==> src/tbiw_pkg.sv <==
// ---------------------------------------------------------------------------
// tbiw_pkg: shared types and constants for the bracket/weight unit
// Field widths, item kinds and the front-to-back queue entry.
// ---------------------------------------------------------------------------
package tbiw_pkg;

  localparam int AgeEntriesDef   = 256;
  localparam int MetalEntriesDef = 8;
  localparam int FracBitsDef     = 16;
  localparam int TimeFrac        = 16;
  localparam int MetalFrac       = 24;
  localparam logic [31:0] Log10Two = 32'd1292913986;
  localparam logic [16:0] WeightOne = 17'h10000;

  localparam logic [1:0] KIND_QUERY = 2'd0;
  localparam logic [1:0] KIND_AGE   = 2'd1;
  localparam logic [1:0] KIND_METAL = 2'd2;

  localparam logic CFG_AGE_COUNT   = 1'b0;
  localparam logic CFG_METAL_COUNT = 1'b1;

  // query handed from front to back
  typedef struct packed {
    logic        age_pos;   // time_now > time_target
    logic [31:0] age_val;   // time difference
    logic        met_nz;
    logic [23:0] met_val;
  } query_t;

endpackage

==> src/tbiw_front.sv <==
// ---------------------------------------------------------------------------
// tbiw_front: input front end
// Accepts items, performs table loads, pushes queries into a small queue.
// ---------------------------------------------------------------------------
module tbiw_front #(
  parameter int AGE_ENTRIES   = tbiw_pkg::AgeEntriesDef,
  parameter int METAL_ENTRIES = tbiw_pkg::MetalEntriesDef,
  parameter int AW = $clog2(AGE_ENTRIES),
  parameter int MW = $clog2(METAL_ENTRIES)
) (
  input  logic                  clk,
  input  logic                  rst_n,
  input  logic                  in_valid,
  output logic                  in_ready,
  input  logic [1:0]            kind,
  input  logic [7:0]            entry_index,
  input  logic signed [23:0]    entry_value,
  input  logic [31:0]           time_now,
  input  logic [31:0]           time_target,
  input  logic [23:0]           metallicity,
  output logic                  age_we,
  output logic [AW-1:0]         age_wa,
  output logic                  met_we,
  output logic [MW-1:0]         met_wa,
  output logic signed [23:0]    wr_data,
  output logic                  q_valid,
  input  logic                  q_ready,
  output tbiw_pkg::query_t      q_data
);
  import tbiw_pkg::*;

  // two-entry queue
  query_t   fifo_r [2];
  logic     wp_r, rp_r, wp_nxt, rp_nxt;
  logic [1:0] cnt_r, cnt_nxt;
  logic     acc, push, pop;
  logic     is_load;
  query_t   qn;

  // a load waits until no earlier query is queued or in the back end
  assign is_load  = (kind == KIND_AGE) || (kind == KIND_METAL);
  assign in_ready = (cnt_r != 2'd2) && !(is_load && !(cnt_r == 2'd0 && q_ready));
  assign acc  = in_valid && in_ready;
  assign push = acc && (kind == KIND_QUERY);
  assign pop  = q_valid && q_ready;
  assign q_valid = (cnt_r != 2'd0);
  assign q_data  = fifo_r[rp_r];

  assign age_we  = acc && (kind == KIND_AGE) && ({24'd0, entry_index} < 32'(AGE_ENTRIES));
  assign met_we  = acc && (kind == KIND_METAL) && ({24'd0, entry_index} < 32'(METAL_ENTRIES));
  assign age_wa  = AW'({24'd0, entry_index});
  assign met_wa  = MW'({24'd0, entry_index});
  assign wr_data = entry_value;

  always_comb begin
    qn.age_pos = time_now > time_target;
    qn.age_val = time_now - time_target;
    qn.met_nz  = metallicity != 24'd0;
    qn.met_val = metallicity;
    wp_nxt  = push ? ~wp_r : wp_r;
    rp_nxt  = pop ? ~rp_r : rp_r;
    cnt_nxt = cnt_r + {1'b0, push} - {1'b0, pop};
  end

  always_ff @(posedge clk) begin
    if (!rst_n) begin
      wp_r <= 1'b0; rp_r <= 1'b0; cnt_r <= 2'd0;
    end else begin
      wp_r <= wp_nxt; rp_r <= rp_nxt; cnt_r <= cnt_nxt;
    end
    if (push) fifo_r[wp_r] <= qn;
  end
endmodule

==> config.mk <==
export PLATFORM = sky130hd
export DESIGN_NAME = tbiw_front
export DESIGN_NICKNAME = d
export VERILOG_FILES = /design/src/tbiw_pkg.sv /design/src/tbiw_front.sv
export SDC_FILE = /design/constraint.sdc
export NUM_CORES = 1
export LEC_CHECK = 0
export ABC_AREA = 1
export BUFFER_PORTS_ARGS = -buffer_cell sky130_fd_sc_hd__buf_4
export CAP_MARGIN = 20
export CORE_AREA = 2 2 132 134
export DETAILED_ROUTE_END_ITERATION = 10
export DIE_AREA = 0 0 134 136
export GPL_TIMING_DRIVEN = 0
export HOLD_SLACK_MARGIN = 0.02
export PLACE_DENSITY_LB_ADDON = 0.15
export SYNTH_ARGS = -nofsm -noshare
export SYNTH_HDL_FRONTEND = slang
export SYNTH_SLANG_ARGS = --single-unit
==> constraint.sdc <==
create_clock -name clk -period 5.2 [get_ports clk]
set_clock_uncertainty 0.2 [all_clocks]
set_input_delay 0.26 -clock clk [delete_from_list [all_inputs] [get_ports clk]]
set_output_delay 0.26 -clock clk [all_outputs]
set_load 0.05 [all_outputs]
### Word level (Yosys, flattened, before mapping)

Memories as Yosys holds them, arrays and structs flattened. A register that Yosys moved wholly into a read port is not among the register bits.
Index checks and enable logic that the tools add are counted.

| operators by class | value |
|---|---|
| eq/ne operators | 3 |
| magnitude comparators | 2 |
| reduce and logical (&&, ||, !) cells | 16 |
| add/subtract/negate cells | 3 |
| bitwise operators | 2 |
| mux-type cells | 4 |

Operators by type and width:

| cell | number |
|---|---|
| 32-bit > comparator | 1 |
| 32-bit subtractor | 1 |
| 24-bit nonzero test | 1 |
| 1-bit logical AND | 9 |
| 8-bit by 4-bit less-than comparator with 1-bit output (second input constant) | 1 |
| 2-bit zero test | 2 |
| 1-bit 2-to-1 mux | 4 |
| 2-bit by 1-bit adder with 2-bit output | 1 |
| 2-bit by 1-bit == test with 1-bit output (second input constant) | 1 |
| 2-bit == test (second input constant) | 1 |
| 1-bit zero test | 2 |
| 2-bit inequality test (second input constant) | 1 |
| 1-bit inverter | 2 |
| 2-bit nonzero test | 1 |
| 2-bit by 1-bit subtractor with 2-bit output | 1 |
| 1-bit logical OR | 1 |

| word-level totals | value |
|---|---|
| output and inout bits | 97 |
| bits of input ports | 126 |
| memory bits (writable) | 116 |
| word-level logic and storage cells | 34 |
| register bits after elaboration | 4 |
| memories kept | 1 |

Memories:

| name | words | width | rd ports | clocked after memory_dff | wr ports | line | text |
|---|---|---|---|---|---|---|---|
| fifo_r | 2 | 58 | 1 | 1 | 1 | tbiw_front.sv:33 | `query_t fifo_r [2];` |

### Logic depth before layout (Yosys ltp)

| depth | value |
|---|---|
| word-level depth | 10 |
| gate-level depth with buffers | 13 |
| depth with buffers taken out | 13 |

### Worst setup path before layout

No wires, ideal clock.

| timing | value |
|---|---|
| path kind | input-to-reg |
| start | in kind[0] |
| end | mem fifo_r[0][0] in the netlist's numbering, enable pin |
| arrival time | 3944 ps |
| library setup time | 474 ps |
| required time | 4526 ps |
| path buffers | 0 |
| stages | 5 |
| path slack | 582 ps |
| cell sequence | inv_1 ha_1 a22oi_2 nand3_1 nor2_1 |

| between the ends | value |
|---|---|
| cells in the longest elaborated chain, start to end | 9 |
| elaborated cells on any way between the ends | 11 |
| those cells by class | eq/ne: 2; mux: 2; reduce/logical: 7 |

Ends and longest elaborated chain:

| element | line | text |
|---|---|---|
| from (decl) | tbiw_front.sv:15 | `input logic [1:0] kind,` |
| 2-bit by 1-bit == test with 1-bit output / 2-bit == test (equally long branches) | tbiw_front.sv:41 | `assign is_load = (kind == KIND_AGE) \|\| (kind == KIND_METAL);` |
| 1-bit logical OR * | tbiw_front.sv:41 |  |
| 1-bit logical AND * | tbiw_front.sv:42 | `assign in_ready = (cnt_r != 2'd2) && !(is_load && !(cnt_r == 2'd0 && q_ready));` |
| 1-bit zero test * | tbiw_front.sv:42 |  |
| 1-bit logical AND * | tbiw_front.sv:42 |  |
| net in_ready | tbiw_front.sv:14 | `output logic in_ready,` |
| 1-bit logical AND * | tbiw_front.sv:43 | `assign acc = in_valid && in_ready;` |
| 1-bit logical AND * | tbiw_front.sv:44 | `assign push = acc && (kind == KIND_QUERY);` |
| 1-bit 2-to-1 mux * | tbiw_front.sv:71 | `if (push) fifo_r[wp_r] <= qn;` |
| 1-bit 2-to-1 mux (implied by the code) * | tbiw_front.sv:71 |  |
| to (decl) | tbiw_front.sv:33 |  |

The timed path passes the listed nets; every way through them passes the cells marked *.

### Final worst setup path

| timing | value |
|---|---|
| start | in q_ready |
| end | mem fifo_r[0][32] in the netlist's numbering, enable pin |

| between the ends | value |
|---|---|
| cells in the longest elaborated chain, start to end | 9 |

Ends and longest elaborated chain:

| element | line | text |
|---|---|---|
| from (decl) | tbiw_front.sv:27 | `input logic q_ready,` |
| 1-bit logical AND | tbiw_front.sv:42 |  |
| 1-bit zero test | tbiw_front.sv:42 |  |
| 1-bit logical AND | tbiw_front.sv:42 |  |
| 1-bit zero test | tbiw_front.sv:42 |  |
| 1-bit logical AND | tbiw_front.sv:42 |  |
| 1-bit logical AND | tbiw_front.sv:43 |  |
| 1-bit logical AND | tbiw_front.sv:44 |  |
| 1-bit 2-to-1 mux | tbiw_front.sv:71 |  |
| 1-bit 2-to-1 mux (implied by the code) | tbiw_front.sv:71 |  |

Every way passes these cells.

==> key figures <==
Outcome
  • Status: finished clean

Finish
  • FILL cells: 1,548
  • N_diodes: 0
  • Final net count: 1,223
  • Layout cells sized above 1: 33.4%
  • Layout area overhead: 35.0%
  • Layout Cells excl Fill: 1,297

Clock tree
  • Root Buffer: clkbuf_16
  • CTS Buffer Depth: 2
  • Cts bufs inserted: 17
  • CTS sink cnt: 121
  • Register clock-pin slew on the reported worst setup and hold paths: 0.05 ns
  • Clock Latency Late Sink: 0.40 ns
  • CTS tree: done
  • Post-CTS Setup Bufs: 0
  • H-tree levels: 4
  • Post-CTS resize count: 0

GRT
  • GRT Residual Overflow: 0
  • Largest net degree at the start of global routing: 33
  • Vias in the first global route: 5,678
  • Initial antenna violation count: 0
  • First-pass GRT wire length: 26.4 mm
  • Tot GR Track Use: 18.8%

Power and ir drop
  • Power, Total: 3.59 mW
  • Internal power: 2.32 mW
  • Leak pwr: 4.93 nW
  • Clock power frac: 29.3%
  • Comb power frac: 38.3%
  • Net Switching: 1.27 mW
  • Sw frac: 35.3%
  • Power per cell area: 357 nW/um^2
  • Worst vdd ir: 0.222 mV
  • Sequential power share: 32.4%

Synthesis
  • Synth area leader: edfxtp_1
  • Syn Std Cell Area: 7440 um^2
  • Syn. warnings: 0
  • Synth area leaders: edfxtp_1 (47%), nand2_1 (11%), mux2_2 (8.8%)
  • Synthesized netlist cell count: 817
  • Top cell type's share of synthesized area: 46.8%
  • Yosys reg bits: 121
  • Yosys cell types: 33
  • Post-Syn Nets: 981
  • Synth Area per Inst: 9.10 um^2
  • Sequential fraction of the synthesis area: 48.2%

STA
  • Fin. max-slew vios: 0
  • Slew Limit Headroom: 43.7%
  • Fin crit period: 2.64 ns
  • Hold Violations, Final: 0
  • Final setup vio count: 0
  • Fmax: 378 MHz
  • Worst-Margin Slew: 0.842 ns
  • RSZ-0062 raised after global routing: no
  • Fin crit share: 50.9%

Route
  • DRC: 0
  • Wire per inst: 12.9 um
  • Vias per cell: 4.54
  • Routed WL: 16.7 mm
  • Total iterations of the first detailed-routing run: 5
  • Vias: 5,889
  • Final antenna-violating net count: 0
  • Initial DRC Count: 247

Critical path
  • Buf/Inv on CP: 3
  • Levels on crit path: 7
  • Worst-path fanout max: 32
  • Crit path required time: 5.09 ns
  • CP max stage cell: nor2_4
  • WS Path Type: in -> reg
  • Largest stage delay, worst path: 0.74 ns
  • CP top delay family: simple AND/OR/NAND/NOR gates
  • CP cell instances: dlygate4sd3_1 -> buf_4 -> nand2_1 -> a22oi_2 -> nand3_1 -> nor2_4 -> buf_12
  • CP Launch Type: primary input
  • R2r worst-path depth: 6
  • Critical path endpoint category: flop
  • Critical Path AT: 2.53 ns

Floorplanning
  • FP Rows: 48
  • Core Region: 16,900 um^2
  • Die area: 18,200 um^2
  • Die span in y: 136 um
  • Die W: 134 um
  • Initial core utilization: 44.1%
  • Ports: 223

Place
  • DP Cell Count: 1,239
  • DPL Wire Length: 13.1 mm
  • GP Congestion: 0.889
  • PortBufs: 195

Run
  • Max_cap viols: 0

Min path
  • Tightest Hold Check Type: in -> reg
  • Hold depth: 3
area by class of cell:
class                           count  area (um^2)  share of cell area (%)
Timing Repair Buffer              223         1760                    17.6
Buffer                             41          293                    2.92
Inverter                          163          612                    6.09
Clock buffer                       19          433                    4.31
Tap cell                          225          282                    2.80
Clock inverter                     13          110                    1.10
Sequential cell                   121         3580                    35.7
Multi-Input combinational cell    492         2960                    29.5
kinds of logic after synthesis:
group,share of synthesized area (%)
xor+xnor,1.88
buf+inv,12.2
simple gates,20.0
compound gates,2.46
flops,48.2
fa+ha+maj,6.49
mux,8.78
power groups by stage:
| stage | combinational [mW] | clock, mW | sequential, mW |
|---|---|---|---|
| 3_3_place_gp | 1.35 | 0 | 1.18 |
| 2_1_floorplan | 0.972 | 0 | 1.18 |
| 6_report | 1.37 | 1.05 | 1.16 |
| 3_5_place_dp | 1.36 | 0 | 1.18 |
| 5_1_grt | 1.48 | 1.12 | 1.17 |
| 4_1_cts | 1.39 | 1.07 | 1.16 |
worst reg2reg max path: stages (launching register included):
cell and delay (ns):
dfxtp_1 0.31, inv_1 0.10, nand2_1 0.07, a22oi_2 0.19
nand3_1 0.30, nor2_4 0.74, buf_12 0.29
cells in the mapped netlist:
library cell,number
and3_1,1
xor2_1,14
and2_1,3
clkinv_1,1
fa_1,1
edfxtp_1,116
a21oi_1,27
nor2_2,7
ha_1,37
nand3b_1,1
o21ai_0,2
nand2_1,226
or2_4,1
o21ai_1,2
nor4_1,6
buf_4,35
nor2_1,35
mux2_2,58
inv_2,2
or4_1,1
xnor2_1,2
a22oi_2,1
o21bai_1,1
nor3_1,5
dfxtp_1,5
nand3_2,2
nand3_1,30
a21o_1,1
nand2_2,22
inv_1,160
nor3_4,1
nand4_1,5
buf_2,6
cell usage in the layout, fill, tap and decap left out, types with 6 or more instances in the layout:
master and n:
buf_2 6, clkbuf_16 17, nor2_1 33, clkinv_1 7
inv_1 160, buf_4 230, xor2_1 14, nand2_1 226
edfxtp_1 116, nor4_1 6, ha_1 37, mux2_2 58
a21oi_1 27, dlygate4sd3_1 26, nand2_2 22, nand3_1 30
nor2_2 7
sequential cells by signal (all words and copies together) (netlist names), named ones only:
name,cells
cnt_r,2
wp_r,1
rp_r,1
fifo_r,116
final timing paths:
| path | startpoint | slack, ns | end |
|---|---|---|---|
| worst max-delay path | q_ready | 2.56 | fifo_r[0][32]$_DFFE_PP_ |
| worst min-delay path | time_target[0] | 0.14 | fifo_r[1][25]$_DFFE_PP_ |
| worst max register to register | cnt_r[0]$_SDFF_PN0_ | 2.66 | fifo_r[0][32]$_DFFE_PP_ |
| worst min register to register | rp_r$_SDFFE_PN0P_ | 0.25 | flop |
metrics by stage:
| stage | TNS, ns | area, um^2 | utilization [%] | hold WS [ns] | setup WS [ns] |
|---|---|---|---|---|---|
| 4_1_cts | 0 | 10000 | 59.5 | 0.115 | 2.56 |
| 5_1_grt | 0 | 10000 | 59.5 | 0.144 | 2.39 |
| 3_3_place_gp | -48.17 | 9180 | 54.4 | 0.235 | -0.422 |
| 6_report | 0 | 10000 | 59.5 | 0.143 | 2.56 |
| 3_5_place_dp | 0 | 9240 | 54.7 | 0.252 | 2.37 |
| 2_1_floorplan | 0 | 7440 | - | 0.153 | 0.582 |
per-layer routing:
layer	global-route usage, %	part of all wire [%]	vias up	wire [um]
li1	-	-	3068	-
met1	21.8	43	2613	7140
met2	34.4	50	195	8430
met3	3.88	6.0	13	1000
met4	6.32	1.0	0	173
met5	0	0	-	0
timing repair:
action,in CTS,in global routing
hold buffers,26,0
hold endpoints to repair,55,0
endpoints found under the setup margin,0,0
No activity file was read; power rests on OpenSTA's default activity.
